$ cat config.mk
export PLATFORM = sky130hd
export DESIGN_NAME = jpeg_coefficient_run_decoder_top
export DESIGN_NICKNAME = d
export VERILOG_FILES = /design/src/design/jcrd_pkg.sv /design/src/design/jcrd_core.sv /design/src/design/jpeg_coefficient_run_decoder_top.sv
export SDC_FILE = /design/constraint.sdc
export NUM_CORES = 1
export LEC_CHECK = 0
export ABC_AREA = 0
export BUFFER_PORTS_ARGS = -buffer_cell sky130_fd_sc_hd__buf_2
export CAP_MARGIN = 10
export CORE_MARGIN = 2
export CORE_UTILIZATION = 61
export CTS_BUF_LIST = sky130_fd_sc_hd__clkbuf_4 sky130_fd_sc_hd__clkbuf_8 sky130_fd_sc_hd__clkbuf_16
export CTS_CLUSTER_DIAMETER = 200
export DETAILED_ROUTE_END_ITERATION = 16
export PLACE_DENSITY = 0.81
export SLEW_MARGIN = 40
export SYNTH_ARGS = -nofsm -noshare
export SYNTH_HDL_FRONTEND = slang
export SYNTH_SLANG_ARGS = --single-unit
$ cat constraint.sdc
create_clock -name clk -period 7.6 [get_ports clk]
set_input_delay 0.76 -clock clk [delete_from_list [all_inputs] [get_ports clk]]
set_output_delay 0.76 -clock clk [all_outputs]
set_load 0.02 [all_outputs]
$ cat src/design/jcrd_pkg.sv
package jcrd_pkg;

  // Default number of color components that keep a DC predictor.
  localparam int NumComponentsDef = 3;

  // Field widths.
  localparam int CompW = 2;
  localparam int SymW  = 8;
  localparam int BitsW = 15;
  localparam int PosW  = 6;
  localparam int ValW  = 16;

  // Block layout and special symbols.
  localparam logic [PosW:0]   BlockCoefs = 7'd64;
  localparam logic [PosW:0]   LastCoef   = 7'd63;
  localparam logic [PosW:0]   ZrlRun     = 7'd16;
  localparam logic [SymW-1:0] SymEob     = 8'h00;
  localparam logic [SymW-1:0] SymZrl     = 8'hF0;

  typedef struct packed {
    logic             scan_start;
    logic [CompW-1:0] component;
    logic [SymW-1:0]  symbol;
    logic [BitsW-1:0] extra_bits;
  } item_t;

  typedef struct packed {
    logic [PosW-1:0]        coef_index;
    logic signed [ValW-1:0] coef_value;
    logic                   coef_valid;
    logic                   block_end;
    logic                   error;
  } result_t;

  // State changes that one symbol causes.
  typedef struct packed {
    logic [PosW-1:0]        pos_nxt;
    logic                   dc_write;
    logic signed [ValW-1:0] dc_value;
  } state_upd_t;

  // JPEG magnitude extension: the low size bits, and a leading zero means
  // a negative value of the form v - (2^size - 1). Size zero gives zero.
  function automatic logic signed [ValW-1:0] extend_bits(
    input logic [BitsW-1:0] bits,
    input logic [3:0]       size
  );
    logic [ValW-1:0] mask;
    logic [ValW-1:0] v;
    logic [3:0]      msb;
    mask = '0;
    v    = '0;
    msb  = size - 4'd1;
    if (size == 4'd0) begin
      return '0;
    end
    mask = ValW'((17'd1 << size) - 17'd1);
    v    = {1'b0, bits} & mask;
    if (v[msb] == 1'b0) begin
      return signed'(v - mask);
    end
    return signed'(v);
  endfunction

endpackage

$ cat src/design/jcrd_core.sv
module jcrd_core
  import jcrd_pkg::*;
(
  input  item_t                  item,
  input  logic [PosW-1:0]        pos,
  input  logic signed [ValW-1:0] pred,
  input  logic                   comp_ok,
  output result_t                res,
  output state_upd_t             upd
);

  logic [3:0]             size;
  logic [3:0]             run;
  logic signed [ValW-1:0] diff;
  logic signed [ValW:0]   dc_sum;
  logic signed [ValW-1:0] dc_val;
  logic [PosW:0]          zrl_pos;
  logic [PosW:0]          run_pos;

  assign size    = item.symbol[3:0];
  assign run     = item.symbol[7:4];
  assign diff    = extend_bits(item.extra_bits, size);
  assign zrl_pos = {1'b0, pos} + ZrlRun;
  assign run_pos = {1'b0, pos} + {3'b000, run};

  // DC sum saturates to the signed 16-bit range.
  always_comb begin
    dc_sum = (ValW+1)'(pred) + (ValW+1)'(diff);
    if (dc_sum > 17'sd32767) begin
      dc_val = 16'sh7FFF;
    end else if (dc_sum < -17'sd32768) begin
      dc_val = 16'sh8000;
    end else begin
      dc_val = dc_sum[ValW-1:0];
    end
  end

  // Symbol decode: DC first, then EOB, ZRL or run/size.
  always_comb begin
    res          = '0;
    upd.pos_nxt  = '0;
    upd.dc_write = 1'b0;
    upd.dc_value = dc_val;
    if (pos == '0) begin
      res.coef_value = dc_val;
      res.coef_valid = 1'b1;
      upd.pos_nxt    = PosW'(1);
      upd.dc_write   = comp_ok;
    end else if (item.symbol == SymEob) begin
      res.block_end = 1'b1;
    end else if (item.symbol == SymZrl) begin
      if (zrl_pos > BlockCoefs) begin
        res.block_end = 1'b1;
        res.error     = 1'b1;
      end else if (zrl_pos == BlockCoefs) begin
        res.block_end = 1'b1;
      end else begin
        upd.pos_nxt = zrl_pos[PosW-1:0];
      end
    end else if (run_pos >= BlockCoefs) begin
      res.block_end = 1'b1;
      res.error     = 1'b1;
    end else begin
      res.coef_index = run_pos[PosW-1:0];
      res.coef_value = diff;
      res.coef_valid = 1'b1;
      if (run_pos == LastCoef) begin
        res.block_end = 1'b1;
      end else begin
        upd.pos_nxt = run_pos[PosW-1:0] + PosW'(1);
      end
    end
  end

endmodule

$ cat src/design/jpeg_coefficient_run_decoder_top.sv
// A result is offered once its input has moved through the input register,
// then the result register. Throughput: one symbol per cycle while out_ready
// is high; the block position and DC predictors update in the same cycle a
// symbol moves into the result register.
// Reset (synchronous, active low) empties both registers, clears all DC
// predictors and sets the block position to expect a DC symbol.
module jpeg_coefficient_run_decoder_top
  import jcrd_pkg::*;
#(
  parameter int NUM_COMPONENTS = NumComponentsDef
) (
  input  logic                   clk,
  input  logic                   rst_n,
  input  logic                   in_valid,
  output logic                   in_ready,
  input  logic                   in_scan_start,
  input  logic [CompW-1:0]       in_component,
  input  logic [SymW-1:0]        in_symbol,
  input  logic [BitsW-1:0]       in_extra_bits,
  output logic                   out_valid,
  input  logic                   out_ready,
  output logic [PosW-1:0]        out_coef_index,
  output logic signed [ValW-1:0] out_coef_value,
  output logic                   out_coef_valid,
  output logic                   out_block_end,
  output logic                   out_error
);

  logic                   s1_valid_r;
  item_t                  s1_item_r;
  logic                   out_valid_r;
  result_t                out_res_r;
  logic [PosW-1:0]        pos_r;
  logic signed [ValW-1:0] pred_r [NUM_COMPONENTS];

  logic                   out_load;
  logic                   s1_adv;
  logic [PosW-1:0]        pos_eff;
  logic signed [ValW-1:0] pred_sel;
  logic                   comp_ok;
  result_t                res;
  state_upd_t             upd;

  // Handshake: the result register takes a new result when empty or drained.
  assign out_load = !out_valid_r || out_ready;
  assign s1_adv   = s1_valid_r && out_load;
  assign in_ready = !s1_valid_r || out_load;

  // Scan start clears position and predictors ahead of this symbol.
  assign pos_eff = s1_item_r.scan_start ? '0 : pos_r;
  assign comp_ok = int'(s1_item_r.component) < NUM_COMPONENTS;

  always_comb begin
    pred_sel = '0;
    for (int i = 0; i < NUM_COMPONENTS; i++) begin
      if (s1_item_r.component == CompW'(i)) begin
        pred_sel = pred_r[i];
      end
    end
    if (s1_item_r.scan_start) begin
      pred_sel = '0;
    end
  end

  jcrd_core u_core (
    .item    (s1_item_r),
    .pos     (pos_eff),
    .pred    (pred_sel),
    .comp_ok (comp_ok),
    .res     (res),
    .upd     (upd)
  );

  // Valid flags and decoder state.
  always_ff @(posedge clk) begin
    if (!rst_n) begin
      s1_valid_r  <= 1'b0;
      out_valid_r <= 1'b0;
      pos_r       <= '0;
      for (int i = 0; i < NUM_COMPONENTS; i++) begin
        pred_r[i] <= '0;
      end
    end else begin
      if (in_ready) begin
        s1_valid_r <= in_valid;
      end
      if (out_load) begin
        out_valid_r <= s1_valid_r;
      end
      if (s1_adv) begin
        pos_r <= upd.pos_nxt;
        for (int i = 0; i < NUM_COMPONENTS; i++) begin
          if (upd.dc_write && s1_item_r.component == CompW'(i)) begin
            pred_r[i] <= upd.dc_value;
          end else if (s1_item_r.scan_start) begin
            pred_r[i] <= '0;
          end
        end
      end
    end
  end

  // Payload registers.
  always_ff @(posedge clk) begin
    if (in_ready && in_valid) begin
      s1_item_r.scan_start <= in_scan_start;
      s1_item_r.component  <= in_component;
      s1_item_r.symbol     <= in_symbol;
      s1_item_r.extra_bits <= in_extra_bits;
    end
    if (s1_adv) begin
      out_res_r <= res;
    end
  end

  assign out_valid      = out_valid_r;
  assign out_coef_index = out_res_r.coef_index;
  assign out_coef_value = out_res_r.coef_value;
  assign out_coef_valid = out_res_r.coef_valid;
  assign out_block_end  = out_res_r.block_end;
  assign out_error      = out_res_r.error;

  // An error always closes the block and carries no coefficient.
  a_error_ends_block: assert property (@(posedge clk) disable iff (!rst_n)
    out_valid_r && out_res_r.error |-> out_res_r.block_end && !out_res_r.coef_valid)
    else $error("error result without block end or with a coefficient");

  // Results without a coefficient report index and value zero.
  a_empty_result_zero: assert property (@(posedge clk) disable iff (!rst_n)
    out_valid_r && !out_res_r.coef_valid |->
      out_res_r.coef_index == '0 && out_res_r.coef_value == '0)
    else $error("result without coefficient has nonzero index or value");

  // Index zero is the DC coefficient, which never ends a block.
  a_dc_not_end: assert property (@(posedge clk) disable iff (!rst_n)
    out_valid_r && out_res_r.coef_valid && out_res_r.coef_index == '0 |->
      !out_res_r.block_end && !out_res_r.error)
    else $error("DC coefficient flagged as block end");

  // After a symbol ends a block, the next symbol is taken as DC.
  a_end_resets_pos: assert property (@(posedge clk) disable iff (!rst_n)
    s1_adv && res.block_end |=> pos_r == '0)
    else $error("block position not cleared after block end");

  // A transfer into the result register always brings a valid result.
  a_load_sets_valid: assert property (@(posedge clk) disable iff (!rst_n)
    s1_adv |=> out_valid_r)
    else $error("result register empty after a transfer");

endmodule

==> results.yml, run 1 <==
outcome:
  status: "finished with violations"
  failed_checks: "design-rule violations"
pwr:
  p_clk_share_pct: 28.5
  leakagePower_nw: 3.14
  p_per_area_nw_per_um2: 219
  p_seq_share_pct: 40.7
  combPwrFrac_pct: 30.8
  p_sw_w: 0.000606
  intPower_w: 0.00114
  p_sw_share_pct: 34.7
  ir_worst_vdd_mv: 0.135
cells_and_area:
  multiInputGateArea_um2: 4020
  synthToLayoutAreaGrowth_pct: 9.57
  diodes: 0
  n_fill_cell: 919
  seqCellArea_um2: 2970
  design_area_um2: 7960
  nets: 888
  drive_gt1_share_pct: 15.9
synth:
  synthCells: 788
  avgSynthCellArea_um2: 9.22
  yosys.area.top_type: "edfxtp_1"
  synth_top_area_share_pct: 34.3
  synth_seq_cells: 107
  synth_cell_type_count: 87
  postSynth.asyncResetShare_pct: 0
  yosys_most_used_dff: "edfxtp_1"
  yosys.area_share.simple_pct: 21.5
  synth_compound_area_share_pct: 20.8
  synth_xor_area_share_pct: 2.65
  yosys_warnings: 0
  syn_nets: 851
  synthTopCellsByArea: "edfxtp_1 34%, dfxtp_1 6.6%, nor2_1 6.3%"
  syn-cell-area_um2: 7270
  synthMuxAreaShare_pct: 3.36
  seq_area_frac_synth_pct: 40.9
  synth_top_family_by_area: "simple AND/OR/NAND/NOR gates"
  synth_fa_ha_area_share_pct: 6.30
  synth_edf_count: 83
placed_design:
  place.gp.congestion: 0.944
  place_area_um2: 7630
  hpwl_um: 14400
  io_buffer_count: 56
route:
  firstDrtPassIters: 11
  vias: 6357
  avgViaCountPerCell: 6.53
  drc: 1
  antenna_left: 0
  wl_per_cell_um: 20.2
  routed_wl_um: 19600
  first_iter_violations: 665
floorplan:
  initial_core_util_pct: 63.1
  rows: 39
  io_pins: 57
  design.core.area_um2: 11500
  die_area_um2: 12800
  die_w_um: 113
  die_height_um: 113
critical_path:
  cp_max_fo: 16
  cp.required_ps: 7700
  path_class: "reg -> reg"
  endpoint_kind: "flop"
  worst_ep_arrival_time_ps: 7220
  cp_slowest_stage_delay_ps: 570
  cp.buffers_inverters: 2
  start_kind: "flop"
  crit_path_cell_trace: "inv_1, ha_1, nand2_1, ha_1, xnor2_1, o211ai_1, or3_1, or4_1, o21a_1, nor3_2, nor3_1, ha_1, a21oi_1, a21oi_1, a311oi_1, buf_4, mux2_2, nor2_1, nand2_1, a21oi_1, o32ai_2"
  critPathTopFamily: "simple AND/OR/NAND/NOR gates"
  crit_path_top_delay_cell: "or4_1"
flow_run:
  cap_violations: 0
grt:
  overflow: 0
  grt_pass1_vias: 6088
  grt_usage_pct: 31.3
  grt_pass1_wl_um: 31300
  antenna_found_initial: 0
  grt_max_degree: 32
clock_network:
  clkLatencyLatePin_ps: 370
  ctsResizeCount: 0
  root_buffer: "clkbuf_16"
  cts_num_sinks: 107
  cts_inserted_buffers: 9
  max-clock-path-buffers: 2
  cts.clk_slew.worst_paths_ps: 80
  cts_hold_buf: 0
  post_cts_buffers: 0
  cts_tree: "yes"
  htreeDepth: 3
timing:
  clock.fmax_ghz: 0.140
  tightest_slew_ps: 774
  skew_ps: 14.5
  slew_headroom_pct: 48.4
  period_needed_ps: 7130
  setup_viol: 0
  min_period_over_period_pct: 93.8
  setup-tns-final_ps: 0
  rsz0062_at_grt: "false"
  hold_violations: 0
  drv_slew: 0
min_path:
  min_path_type: "reg -> reg"
[power groups by stage]
stage               Combinational, W  Sequential [W]  Clock (W)
finish                      0.000538        0.000711   0.000498
global route                0.000585        0.000715   0.000518
CTS                         0.000524        0.000711   0.000500
detailed placement          0.000522        0.000723          0
global placement            0.000511        0.000724          0
floorplan                   0.000369        0.000733          0
[area by class of cell]
class / instances / share of cell area, %
clock buffer: 10 / 3.00
multi-input combinational: 613 / 50.4
timing repair buffer: 71 / 4.98
inverter: 23 / 1.08
tap: 143 / 2.25
clock inverter: 6 / 0.896
sequential: 107 / 37.3
[sequential cells by signal, indices dropped and copies added (netlist names)]
register and cells:
pred_r 48, s1_item_r 26, out_coef_value 16, out_coef_index 6, pos_r 6, out_block_end 1, out_coef_valid 1, out_error 1
out_valid 1, s1_valid_r 1
[worst paths after layout]
path | from | end | slack, ps | cells past startpoint
setup / recovery | s1_item_r[16] | out_coef_value[8] | 470 | 21
hold / removal | pred_r[2][7] | pred_r[2][7] | 450 | 2
setup reg to reg | s1_item_r[16] | out_coef_value[8] | 470 | 21
hold reg to reg | pred_r[2][7] | pred_r[2][7] | 450 | 2
[tightest hold or removal path, cell delays in order, from the launching register on]
cell	delay (ps)
dfxtp_1	330
nand2_1	40
o21ai_0	50
[cells in the mapped netlist (all sizes together) (3+ instances only)]
library cell / instances
nor2: 121
edfxtp: 83
a21oi: 59
nand2: 53
o21ai: 50
ha: 31
nor3: 25
dfxtp: 24
clkbuf: 23
inv: 23
buf: 22
mux2i: 21
o22ai: 16
nand3: 15
nor2b: 15
xnor2: 15
nand2b: 14
and2: 13
nor4: 13
a21o: 10
and3: 10
o21a: 8
a211oi: 7
o31ai: 7
or2: 7
xor2: 7
a31oi: 6
nor3b: 6
a311oi: 5
o211ai: 5
or3: 5
a31o: 4
o21bai: 4
o2bb2ai: 4
o32ai: 4
a21boi: 3
maj3: 3
mux2: 3
o41ai: 3
or4: 3
[cells by family (layout without fill, tap and decap cells)]
logic type	count (synthesis)	after routing
mux	24	24
xor+xnor	22	22
fa+ha+maj	36	36
simple gates	309	309
compound gates	222	222
buf+inv	68	110
flops	107	107
[routing by layer]
layer	vias up	track usage [%]	part of all wire, %
li1	2997	-	-
met4	0	14.7	3.8
met3	62	4.98	6.5
met5	-	0	0
met2	300	50.2	47
met1	2998	41.8	43
[per-stage QoR]
step	std cells	setup WS (ps)	total power (W)	hold slack [ps]	util, %
2_1_floorplan	788	1520	0.00110	425	-
3_3_place_gp	956	805	0.00123	434	66.0
3_5_place_dp	957	683	0.00125	442	66.3
4_1_cts	973	660	0.00173	458	69.0
5_1_grt	973	9.61	0.00182	490	69.1
6_report	973	475	0.00175	454	69.1
[cells in the final DEF, fill, tap and decap left out, types with 6 or more instances in the layout]
master and count:
nor2_1 120, edfxtp_1 83, a21oi_1 59, buf_2 56
nand2_1 53, o21ai_0 44, ha_1 31, dfxtp_1 24
inv_1 23, mux2i_1 21, nor3_1 19, xnor2_1 15
o22ai_1 15, nand3_1 15, nor2b_1 14, nand2b_1 14
buf_4 14, and2_1 12, a21o_1 10, nor4_1 9
clkbuf_16 9, o21a_1 8, and3_1 8, xor2_1 7
o31ai_1 6, a31oi_1 6, or2_2 6
(Power assumes the default switching activity.)
==> inputs of run 2 (changes only) <==
- CORE_UTILIZATION: 61 -> 60
- CTS_BUF_LIST: sky130_fd_sc_hd__clkbuf_4 sky130_fd_sc_hd__clkbuf_8 sky130_fd_sc_hd__clkbuf_16 -> unset
- PLACE_DENSITY: 0.81 -> 0.8
==> run 2 against run 1 <==
Against the previous run:
- the flow now finishes without violations
- global-route usage up 0.12 points
- worst setup slack better by 69 ps
- clock power down 4%
- sequential share of layout area about the same
- critical path depth unchanged
- power down 0.85%
==> results.yml, run 2 (synthesized netlist as in run 1, its figures left out) <==
clock_network:
  root_buffer: "clkbuf_16"
  cts_num_sinks: 107
  cts_tree: "yes"
  cts_inserted_buffers: 9
  post_cts_buffers: 0
  cts.clk_slew.worst_paths_ps: 80
  clkLatencyLatePin_ps: 380
  htreeDepth: 3
  ctsResizeCount: 0
  cts_hold_buf: 0
  max-clock-path-buffers: 2
grt:
  antenna_found_initial: 0
  grt_pass1_vias: 6006
  grt_max_degree: 32
  grt_usage_pct: 31.4
  overflow: 0
  grt_pass1_wl_um: 31700
outcome:
  status: "complete, no violations"
timing:
  drv_slew: 0
  setup_viol: 0
  fin_hold_ws_ps: 457
  clock.fmax_ghz: 0.142
  rsz0062_at_grt: "false"
  min_period_over_period_pct: 92.8
  setup-tns-final_ps: 0
  tightest_slew_ps: 839
  slew_headroom_pct: 42.6
  period_needed_ps: 7060
  hold_violations: 0
  skew_ps: 11.7
pwr:
  leakagePower_nw: 3.14
  p_per_area_nw_per_um2: 217
  p_total_w: 0.00173
  ir_worst_vdd_mv: 0.163
route:
  vias: 6356
  antenna_left: 0
  avgViaCountPerCell: 6.52
  wl_per_cell_um: 20.3
  drc: 0
  first_iter_violations: 649
  firstDrtPassIters: 6
  routed_wl_um: 19800
floorplan:
  io_pins: 57
  design.core.area_um2: 11900
  rows: 40
  die_w_um: 114
  die_area_um2: 13000
  die_height_um: 114
  initial_core_util_pct: 61.0
critical_path:
  crit_path_cell_trace: "inv_1, ha_1, nand2_1, ha_2, and3b_1, a21oi_1, a21oi_1, a311oi_1, o32a_2, a211oi_1, nor2_1, nor2_1, ha_1, a211oi_1, o211ai_1, a311oi_2, mux2_2, nor2_1, nand2_1, a21oi_1, o22ai_1"
  cp.required_ps: 7700
  r2r-end: "out_coef_value[11]"
  r2r_start: "s1_item_r[16]"
  critPathTopFamily: "compound AO/OA/AOI/OAI gates"
  endpoint_kind: "flop"
  critPathLaunch: "s1_item_r[16]"
  crit_end: "out_coef_value[11]"
  cp.buffers_inverters: 1
  cp_slowest_stage_delay_ps: 550
  cp_max_fo: 21
  rrSetupSlack_ps: 540
  start_kind: "flop"
  cp_num_cells: 21
  crit_path_top_delay_cell: "o32a_2"
  path_class: "reg -> reg"
  reg2reg_depth: 21
  worst_ep_arrival_time_ps: 7160
cells_and_area:
  drive_gt1_share_pct: 16.2
  design_area_um2: 7970
  regMostFlops: "pred_r"
  nets: 886
  final_cell_mix: "120 x nor2_1, 83 x edfxtp_1, 57 x a21oi_1, 56 x buf_2, 53 x nand2_1"
  diodes: 0
  largest_register_ffs: 48
  synthToLayoutAreaGrowth_pct: 9.66
  finish.utilization_pct: 66.9
  n_fill_cell: 970
  layout_commonest_cell: "nor2_1"
placed_design:
  hpwl_um: 14600
  place.gp.congestion: 0.942
  io_buffer_count: 56
  place_area_um2: 7620
flow_run:
  cap_violations: 0
min_path:
  min_from: "pred_r[2][9]"
  min_path_type: "reg -> reg"
==> run 2: cell count changes in the layout (fill, tap and decap cells not counted), moves of 2 or more <==
cell / delta
inv_6: +2
clkinv_8: +2
a21oi_1: -2
nor4_2: -2
a21oi_2: +2
buf_4: -4
nor4_1: +2
buf_6: +2
==> run 2: worst min path at each step <==
stage / endpoint / slack (ps) / depth (start not counted)
finish: pred_r[2][9] / 460 / 2
global route: pred_r[2][7] / 490 / 2
CTS: pred_r[2][7] / 460 / 2
detailed placement: pred_r[2][7] / 440 / 2
global placement: pred_r[2][1] / 430 / 2
floorplan: pred_r[2][1] / 420 / 2
==> run 2: final cells by class <==
cell class,count,area [µm²],area share [%]
multi-input combinational,613,4030,50.6
sequential,107,2970,37.3
clock inverter,7,78.8,0.989
inverter,23,86.3,1.08
tap,147,184,2.31
timing repair buffer,69,389,4.88
clock buffer,9,225,2.83
==> run 2: stage by stage <==
| stage | std cells | setup slack [ps] |
|---|---|---|
| 2_1_floorplan | 788 | 1520 |
| 6_report | 975 | 544 |
| 3_5_place_dp | 958 | 423 |
| 4_1_cts | 974 | 383 |
| 3_3_place_gp | 956 | 755 |
| 5_1_grt | 975 | 38.8 |
==> run 2: layer usage <==
metal  track usage [%]  wire [µm]
met5                 0          0
met3              6.11       1440
met2              52.6       9600
met1              41.2       8310
met4              10.2        469
==> run 2: where the power goes <==
part           switching [W]  internal [W]
sequential         0.0000243      0.000687
clock               0.000246      0.000234
combinational       0.000354      0.000187
total               0.000624       0.00111
==> run 2: worst min-delay path, stage by stage (launching register included) <==
cell	delay, ps
dfxtp_1	330
nand2_1	40
o21ai_0	50
